`config.mk`:
```
export PLATFORM = sky130hd
export DESIGN_NAME = tcw_seq_flat
export DESIGN_NICKNAME = d
export VERILOG_FILES = /design/src/hw/rtl/tcw_pkg.sv /design/src/hw/rtl/tcw_if.sv /design/src/hw/rtl/tcw_seq.sv /design/src/flat_wrapper.sv
export VERILOG_INCLUDE_DIRS = /design/src /design/src/hw/rtl
export SDC_FILE = /design/constraint.sdc
export NUM_CORES = 1
export LEC_CHECK = 0
export ABC_AREA = 1
export BUFFER_PORTS_ARGS = -buffer_cell sky130_fd_sc_hd__buf_2
export CAP_MARGIN = 40
export CORE_AREA = 2 2 102 104
export DETAILED_ROUTE_END_ITERATION = 10
export DIE_AREA = 0 0 104 106
export MAX_ROUTING_LAYER = met4
export PLACE_DENSITY = 0.73
export SLEW_MARGIN = 30
export SYNTH_ARGS = -nofsm -noshare
export SYNTH_HDL_FRONTEND = slang
export SYNTH_SLANG_ARGS = --single-unit
```
`constraint.sdc`:
```
create_clock -name clk -period 5 [get_ports clk]
set_input_delay 0.25 -clock clk [delete_from_list [all_inputs] [get_ports clk]]
set_output_delay 0.25 -clock clk [all_outputs]
set_load 0.05 [all_outputs]
```
`src/hw/rtl/assert_macros.svh`:
```
// Assertion helper macros for the text console writer.
// Expects signals named clk and rst_n in the including module.
`ifndef ASSERT_MACROS_SVH
`define ASSERT_MACROS_SVH

// Property must hold at every clock while out of reset.
`define TCW_ASSERT(lbl, prop) \
  lbl: assert property (@(posedge clk) disable iff (!rst_n) prop) else $error("tcw check failed");

// Expression must never be true while out of reset.
`define TCW_NEVER(lbl, expr) \
  lbl: assert property (@(posedge clk) disable iff (!rst_n) !(expr)) else $error("tcw forbidden condition");

`endif

```
`src/hw/rtl/tcw_pkg.sv`:
```
// Shared types and constants for the text console writer.
// No dependencies.
`default_nettype none

package tcw_pkg;

  localparam int COLUMNS_DEF = 80;
  localparam int ROWS_DEF    = 25;

  localparam logic [7:0] ATTR_RESET = 8'h05;

  typedef enum logic [2:0] {
    CMD_PUT_CHAR   = 3'd0,
    CMD_NEW_LINE   = 3'd1,
    CMD_CLEAR      = 3'd2,
    CMD_SET_CURSOR = 3'd3,
    CMD_READ_CELL  = 3'd4
  } cmd_t;

  typedef enum logic [3:0] {
    ST_INIT,
    ST_IDLE,
    ST_DECODE,
    ST_SCROLL,
    ST_CLEAR,
    ST_ADDR,
    ST_WRITE,
    ST_READ,
    ST_RWAIT,
    ST_DONE
  } state_t;

  typedef struct packed {
    logic [15:0] cell_value;
    logic [6:0]  cursor_col;
    logic [4:0]  cursor_row;
    logic        scrolled;
  } res_t;

endpackage

`default_nettype wire

```
`src/hw/rtl/tcw_if.sv`:
```
// Valid/ready channel interfaces for the text console writer.
// Standalone; field widths are fixed by the command format.
`default_nettype none

interface tcw_in_if;
  logic       valid;
  logic       ready;
  logic [2:0] cmd;
  logic [7:0] char_code;
  logic [6:0] cell_col;
  logic [4:0] cell_row;

  modport source (output valid, cmd, char_code, cell_col, cell_row, input ready);
  modport sink   (input valid, cmd, char_code, cell_col, cell_row, output ready);
endinterface


`default_nettype wire

```
`src/hw/rtl/tcw_seq.sv`:
```
// Command sequencer: cursor, row offset, shared address unit, sweeps.
// Depends on tcw_pkg, tcw_if and assert_macros.svh.
`default_nettype none
`include "assert_macros.svh"

module tcw_seq #(
  parameter int COLUMNS = tcw_pkg::COLUMNS_DEF,
  parameter int ROWS    = tcw_pkg::ROWS_DEF,
  parameter int AW      = $clog2(COLUMNS * ROWS)
) (
  input  wire logic          clk,
  input  wire logic          rst_n,
  tcw_in_if.sink             in_ch,
  input  wire logic [7:0]    attr,
  output logic               res_valid,
  input  wire logic          res_ready,
  output tcw_pkg::res_t      res,
  output logic               mem_we,
  output logic      [AW-1:0] mem_addr,
  output logic      [15:0]   mem_wdata,
  input  wire logic [15:0]   mem_rdata
);

  localparam int CELLS = COLUMNS * ROWS;
  localparam int CW    = $clog2(COLUMNS + 1);
  localparam int RW    = $clog2(ROWS + 2);
  localparam int TW    = $clog2(ROWS);

  tcw_pkg::state_t state_r, state_nxt;
  logic [2:0]    cmd_r, cmd_nxt;
  logic [7:0]    char_r, char_nxt;
  logic [6:0]    col_in_r, col_in_nxt;
  logic [4:0]    row_in_r, row_in_nxt;
  logic [CW-1:0] ccol_r, ccol_nxt;
  logic [RW-1:0] crow_r, crow_nxt;
  logic [TW-1:0] top_r, top_nxt;
  logic [AW-1:0] base_r, base_nxt;
  logic [AW-1:0] idx_r, idx_nxt;
  logic          scrolled_r, scrolled_nxt;
  logic [15:0]   value_r, value_nxt;

  // shared row mapper: logical row -> physical row base address
  logic [TW-1:0] row_sel;
  logic [TW:0]   row_sum;
  logic [TW-1:0] phys_row;
  logic [AW-1:0] row_base;
  logic [TW-1:0] top_inc;
  logic          wrap;
  logic [RW-1:0] row_w;
  logic          in_range;

  always_comb begin
    row_sel = '0;
    if (state_r == tcw_pkg::ST_ADDR) begin
      row_sel = TW'(crow_r);
    end else if (cmd_r == tcw_pkg::CMD_READ_CELL) begin
      row_sel = TW'(row_in_r);
    end
  end

  assign row_sum  = {1'b0, row_sel} + {1'b0, top_r};
  assign phys_row = (32'(row_sum) >= ROWS) ? TW'(32'(row_sum) - ROWS) : TW'(row_sum);
  assign row_base = AW'(32'(phys_row) * COLUMNS);
  assign top_inc  = (32'(top_r) == ROWS - 1) ? '0 : top_r + 1'b1;

  assign wrap     = (32'(ccol_r) >= COLUMNS);
  assign row_w    = wrap ? crow_r + 1'b1 : crow_r;
  assign in_range = (32'(col_in_r) < COLUMNS) && (32'(row_in_r) < ROWS);

  assign mem_addr = base_r + idx_r;

  always_comb begin
    state_nxt    = state_r;
    cmd_nxt      = cmd_r;
    char_nxt     = char_r;
    col_in_nxt   = col_in_r;
    row_in_nxt   = row_in_r;
    ccol_nxt     = ccol_r;
    crow_nxt     = crow_r;
    top_nxt      = top_r;
    base_nxt     = base_r;
    idx_nxt      = idx_r;
    scrolled_nxt = scrolled_r;
    value_nxt    = value_r;
    in_ch.ready  = 1'b0;
    res_valid    = 1'b0;
    mem_we       = 1'b0;
    mem_wdata    = '0;

    case (state_r)
      tcw_pkg::ST_INIT, tcw_pkg::ST_CLEAR: begin
        mem_we  = 1'b1;
        idx_nxt = idx_r + 1'b1;
        if (32'(idx_r) == CELLS - 1) begin
          state_nxt = (state_r == tcw_pkg::ST_INIT) ? tcw_pkg::ST_IDLE : tcw_pkg::ST_DONE;
        end
      end
      tcw_pkg::ST_IDLE: begin
        in_ch.ready = 1'b1;
        if (in_ch.valid) begin
          cmd_nxt      = in_ch.cmd;
          char_nxt     = in_ch.char_code;
          col_in_nxt   = in_ch.cell_col;
          row_in_nxt   = in_ch.cell_row;
          scrolled_nxt = 1'b0;
          value_nxt    = '0;
          state_nxt    = tcw_pkg::ST_DECODE;
        end
      end
      tcw_pkg::ST_DECODE: begin
        state_nxt = tcw_pkg::ST_DONE;
        case (cmd_r)
          tcw_pkg::CMD_PUT_CHAR: begin
            if (32'(row_w) >= ROWS) begin
              // scroll: old top row becomes the blank bottom row
              ccol_nxt     = '0;
              crow_nxt     = RW'(ROWS - 1);
              scrolled_nxt = 1'b1;
              base_nxt     = row_base;
              idx_nxt      = '0;
              top_nxt      = top_inc;
              state_nxt    = tcw_pkg::ST_SCROLL;
            end else begin
              ccol_nxt  = wrap ? '0 : ccol_r;
              crow_nxt  = row_w;
              state_nxt = tcw_pkg::ST_ADDR;
            end
          end
          tcw_pkg::CMD_NEW_LINE: begin
            ccol_nxt = '0;
            if (32'(crow_r) >= ROWS) begin
              crow_nxt     = RW'(ROWS);
              scrolled_nxt = 1'b1;
              base_nxt     = row_base;
              idx_nxt      = '0;
              top_nxt      = top_inc;
              state_nxt    = tcw_pkg::ST_SCROLL;
            end else begin
              crow_nxt = crow_r + 1'b1;
            end
          end
          tcw_pkg::CMD_CLEAR: begin
            ccol_nxt  = '0;
            crow_nxt  = '0;
            top_nxt   = '0;
            base_nxt  = '0;
            idx_nxt   = '0;
            state_nxt = tcw_pkg::ST_CLEAR;
          end
          tcw_pkg::CMD_SET_CURSOR: begin
            ccol_nxt = (32'(col_in_r) > COLUMNS) ? CW'(COLUMNS) : CW'(col_in_r);
            crow_nxt = (32'(row_in_r) > ROWS) ? RW'(ROWS) : RW'(row_in_r);
          end
          tcw_pkg::CMD_READ_CELL: begin
            if (in_range) begin
              base_nxt  = row_base;
              idx_nxt   = AW'(col_in_r);
              state_nxt = tcw_pkg::ST_READ;
            end
          end
          default: begin
            state_nxt = tcw_pkg::ST_DONE;
          end
        endcase
      end
      tcw_pkg::ST_SCROLL: begin
        mem_we  = 1'b1;
        idx_nxt = idx_r + 1'b1;
        if (32'(idx_r) == COLUMNS - 1) begin
          state_nxt = (cmd_r == tcw_pkg::CMD_PUT_CHAR) ? tcw_pkg::ST_ADDR : tcw_pkg::ST_DONE;
        end
      end
      tcw_pkg::ST_ADDR: begin
        base_nxt  = row_base;
        idx_nxt   = AW'(ccol_r);
        state_nxt = tcw_pkg::ST_WRITE;
      end
      tcw_pkg::ST_WRITE: begin
        mem_we    = 1'b1;
        mem_wdata = {attr, char_r};
        ccol_nxt  = ccol_r + 1'b1;
        state_nxt = tcw_pkg::ST_DONE;
      end
      tcw_pkg::ST_READ: begin
        state_nxt = tcw_pkg::ST_RWAIT;
      end
      tcw_pkg::ST_RWAIT: begin
        value_nxt = mem_rdata;
        state_nxt = tcw_pkg::ST_DONE;
      end
      tcw_pkg::ST_DONE: begin
        res_valid = 1'b1;
        if (res_ready) begin
          state_nxt = tcw_pkg::ST_IDLE;
        end
      end
      default: begin
        state_nxt = tcw_pkg::ST_IDLE;
      end
    endcase
  end

  always_ff @(posedge clk) begin
    if (!rst_n) begin
      state_r    <= tcw_pkg::ST_INIT;
      ccol_r     <= '0;
      crow_r     <= '0;
      top_r      <= '0;
      base_r     <= '0;
      idx_r      <= '0;
      scrolled_r <= 1'b0;
    end else begin
      state_r    <= state_nxt;
      ccol_r     <= ccol_nxt;
      crow_r     <= crow_nxt;
      top_r      <= top_nxt;
      base_r     <= base_nxt;
      idx_r      <= idx_nxt;
      scrolled_r <= scrolled_nxt;
    end
  end

  always_ff @(posedge clk) begin
    cmd_r    <= cmd_nxt;
    char_r   <= char_nxt;
    col_in_r <= col_in_nxt;
    row_in_r <= row_in_nxt;
    value_r  <= value_nxt;
  end

  assign res.cell_value = value_r;
  assign res.cursor_col = 7'(ccol_r);
  assign res.cursor_row = 5'(crow_r);
  assign res.scrolled   = scrolled_r;

  // cursor never beyond a pending wrap/scroll between commands
  `TCW_ASSERT(a_cursor_bound, (state_r == tcw_pkg::ST_IDLE) |-> (32'(ccol_r) <= COLUMNS && 32'(crow_r) <= ROWS))
  `TCW_NEVER(a_top_range, 32'(top_r) >= ROWS)
  `TCW_ASSERT(a_done_holds, (state_r == tcw_pkg::ST_DONE && !res_ready) |=> (state_r == tcw_pkg::ST_DONE))
  `TCW_ASSERT(a_scroll_in_row, (state_r == tcw_pkg::ST_SCROLL) |-> (32'(idx_r) < COLUMNS))

endmodule

`default_nettype wire

```
`src/flat_wrapper.sv`:
```
// flat-port wrapper written by rule: the top's interface ports become plain ports
module tcw_seq_flat 
#(
  parameter int COLUMNS = tcw_pkg::COLUMNS_DEF,
  parameter int ROWS    = tcw_pkg::ROWS_DEF,
  parameter int AW      = $clog2(COLUMNS * ROWS)
)
  (clk, rst_n, attr, res_valid, res_ready, res, mem_we, mem_addr, mem_wdata, mem_rdata, in_ch_valid, in_ch_cmd, in_ch_char_code, in_ch_cell_col, in_ch_cell_row, in_ch_ready);
  tcw_in_if in_ch_i ();
  input  wire logic clk;
  input  wire logic rst_n;
  input  wire logic [7:0] attr;
  output logic res_valid;
  input  wire logic res_ready;
  output tcw_pkg::res_t res;
  output logic mem_we;
  output logic      [AW-1:0] mem_addr;
  output logic      [15:0] mem_wdata;
  input  wire logic [15:0] mem_rdata;
  input wire logic [$bits(in_ch_i.valid)-1:0] in_ch_valid;
  input wire logic [$bits(in_ch_i.cmd)-1:0] in_ch_cmd;
  input wire logic [$bits(in_ch_i.char_code)-1:0] in_ch_char_code;
  input wire logic [$bits(in_ch_i.cell_col)-1:0] in_ch_cell_col;
  input wire logic [$bits(in_ch_i.cell_row)-1:0] in_ch_cell_row;
  output wire logic [$bits(in_ch_i.ready)-1:0] in_ch_ready;
  assign in_ch_i.valid = in_ch_valid;
  assign in_ch_i.cmd = in_ch_cmd;
  assign in_ch_i.char_code = in_ch_char_code;
  assign in_ch_i.cell_col = in_ch_cell_col;
  assign in_ch_i.cell_row = in_ch_cell_row;
  assign in_ch_ready = in_ch_i.ready;
  tcw_seq #(.COLUMNS(COLUMNS), .ROWS(ROWS), .AW(AW)) u_core (.clk(clk), .rst_n(rst_n), .in_ch(in_ch_i), .attr(attr), .res_valid(res_valid), .res_ready(res_ready), .res(res), .mem_we(mem_we), .mem_addr(mem_addr), .mem_wdata(mem_wdata), .mem_rdata(mem_rdata));
endmodule
```
==> summary.txt <==
Status
  – Outcome: completed

Synth
  – Ys flop type: dfxtp_1
  – Distinct cells, synth: 51
  – Mapped Nets: 727
  – FFs w/ async S/R, synth: 0%
  – Post-synthesis register bit count: 79
  – Syn avg cell area: 7.66 um^2
  – Cells after Synth: 648
  – Post-synthesis sequential area ratio: 39.7%
  – Post-synth EDFFs: 39
  – Mapped cell area: 4960 um^2
  – Synth warn: 0

Layout
  – Final nets: 837
  – P&R area growth vs syn: 17.9%
  – Number of fill cells in the layout: 925
  – Share of post-route cells with drive strength above 1: 20.2%
  – Final core occ: 58.5%
  – Commonest non-fill, non-tap cell in the layout: inv_1
  – Most frequent cells in the layout: 116 x inv_1, 109 x buf_2, 94 x nand2_1, 87 x nor2_1, 47 x a21oi_1
  – Number of diodes: 0

STA
  – Final Max Tran Viols: 0
  – RSZ-0062 raised after global routing: false
  – Max Clk Rate: 228 MHz
  – Final period util: 87.9%
  – Slew HR: 51.3%
  – Count of final hold-check violations: 0
  – Skew final: 7.43 ps
  – Setup TNS: 0 ps
  – Setup violators final: 0
  – Min Tclk post-route: 4400 ps
  – Worst-margin pin slew: 729 ps

Floorplanning
  – # rows: 37
  – Top Ports: 110
  – Core area: 10000 um^2
  – Die X: 104 um
  – Initial Util: 49.6%
  – Die area: 11000 um^2
  – DIE HEIGHT: 106 um

Route
  – DRC: 0
  – DR iter-0 viols: 349
  – Drt wl/cell: 13.5 um
  – Vias/cell: 5.18
  – Drt pass-1 iters: 6
  – Via Count: 4649
  – Total length of routed wires: 12100 um
  – DRT antenna net count: 0

Global routing
  – GRT overflow: 0
  – First-pass GRT wire length: 20400 um
  – Largest net degree at the start of global routing: 25
  – Number of global-route vias before repair: 4456
  – GRT Overall Usage: 23.1%
  – Number of antenna violations at the first check in global routing: 0

Hold path
  – Hold_sp: in_ch_cell_col[6]
  – Min-delay worst type: input port to flip-flop

Worst setup path
  – Maximum fanout along the worst path: 13
  – Critical Path RT: 5280 ps
  – CP startpoint: u_core.state_r[2]
  – Setup slack, reg-to-reg: 600 ps
  – Setup CP Type: flip-flop to flip-flop
  – Worst setup SP type: flip-flop
  – Worst r2r src: u_core.state_r[2]
  – Setup crit end kind: flip-flop
  – Arrival time worst endpoint: 4680 ps

Clocking
  – CTS clk-pin slew, worst paths: 80 ps
  – CTS Buf Count: 9
  – Clock sinks: 79
  – Post-CTS setup buffer count: 0
  – CTS Buffer Depth: 2
  – H-Tree Depth: 3
  – Cts hold-fix bufs: 0
  – CTS tree: done
  – CTS resizes: 0
  – Root Buffer: clkbuf_8
  – Worst skew pair latency: 360 ps

Pwr
  – Overall power: 1.26 mW
  – Pwr Density: 215 nW/um^2
  – Worst vdd ir: 0.000156 V
  – Leakage: 2.77 nW

Placement
  – Detail Placement HPWL: 9390 um
  – PortBufs: 109
  – GPL Wtd Cong: 0.927

Flow run
  – Max-cap viol count: 0
## power breakdown
group          switching (mW)  internal [mW]  leakage (nW)  total (mW)
sequential            0.00295          0.677         0.675       0.680
combinational          0.0275         0.0211          1.98      0.0486
clock                   0.238          0.293         0.112       0.531
## worst max-delay path, stage by stage, from the launching register on
cell      delay [ps]
dfxtp_1          450
inv_2             70
nor2_2           120
inv_2             50
nor2_1            90
buf_4            150
inv_1            170
nand2_1          170
o22ai_1           90
ha_1             220
fa_1             480
inv_1             80
ha_1             190
nand3b_1         150
nand3_1          120
nand2_1          150
o21ai_0          340
inv_1             70
nor2_1           160
nor2_1            80
ha_1             210
inv_1             80
fa_1             410
inv_1             60
nand2_1           50
a21oi_1          110
## cell usage after synthesis (13+ instances only)
cell type | instances | area [um^2]
a21oi_1 | 47 | 235
dfxtp_1 | 40 | 801
edfxtp_1 | 39 | 1170
ha_1 | 25 | 313
inv_1 | 116 | 435
nand2_1 | 94 | 353
nand3_1 | 36 | 180
nor2_1 | 88 | 330
nor3_1 | 13 | 65.1
o21ai_0 | 24 | 120
o21ai_1 | 13 | 65.1
xor2_1 | 15 | 131
## worst paths after layout
| kind | cells past startpoint | endpoint |
|---|---|---|
| max | 25 | u_core.base_r[8] |
| min | 1 | u_core.col_in_r[6] |
| max reg2reg | 25 | u_core.base_r[8] |
| min reg2reg | 2 | u_core.base_r[6] |
## kinds of logic after synthesis
| kind of cell | share of synthesized area (%) |
|---|---|
| compound gates | 15.9 |
| xor+xnor | 3.53 |
| buf+inv | 11.0 |
| fa+ha+maj | 7.51 |
| simple gates | 22.4 |
| flops | 39.7 |
## through the flow
step | cell area (um^2) | worst slack, ps | instances | hold slack (ps)
3_3_place_gp | 5630 | 867 | 883 | 427
6_report | 5850 | 604 | 898 | 64.4
5_1_grt | 5850 | 208 | 898 | 43.0
4_1_cts | 5850 | 616 | 898 | 51.8
3_5_place_dp | 5630 | 641 | 883 | 428
2_1_floorplan | 4960 | 892 | 648 | 349
## routing by layer
layer / part of all wire [%] / track usage (%) / vias up / wire length [um]
met5: 0 / - / - / 0
met4: 1.3 / 7.72 / 0 / 156
met3: 5.0 / 3.80 / 14 / 603
met2: 47 / 38.9 / 164 / 5760
met1: 46 / 28.6 / 2122 / 5610
li1: - / - / 2349 / -
## registers in the layout, indices dropped and copies added, names as in the netlist
name,flops
u_core.idx_r,11
u_core.top_r,5
u_core.col_in_r,7
u_core.value_r,16
u_core.ccol_r,7
u_core.state_r,4
u_core.row_in_r,5
u_core.scrolled_r,1
u_core.char_r,8
u_core.cmd_r,3
u_core.crow_r,5
u_core.base_r,7
## cell type report
| cell class | instances | area [um^2] | share of cell area, % |
|---|---|---|---|
| clock inverter | 5 | 82.6 | 1.41 |
| clock buffer | 10 | 138 | 2.35 |
| timing repair buffer | 111 | 561 | 9.58 |
| multi-input combinational | 431 | 2460 | 42.0 |
| sequential | 79 | 1970 | 33.7 |
| inverter | 126 | 473 | 8.08 |
| tap | 136 | 170 | 2.91 |
Power figures use the tool's default switching activity.
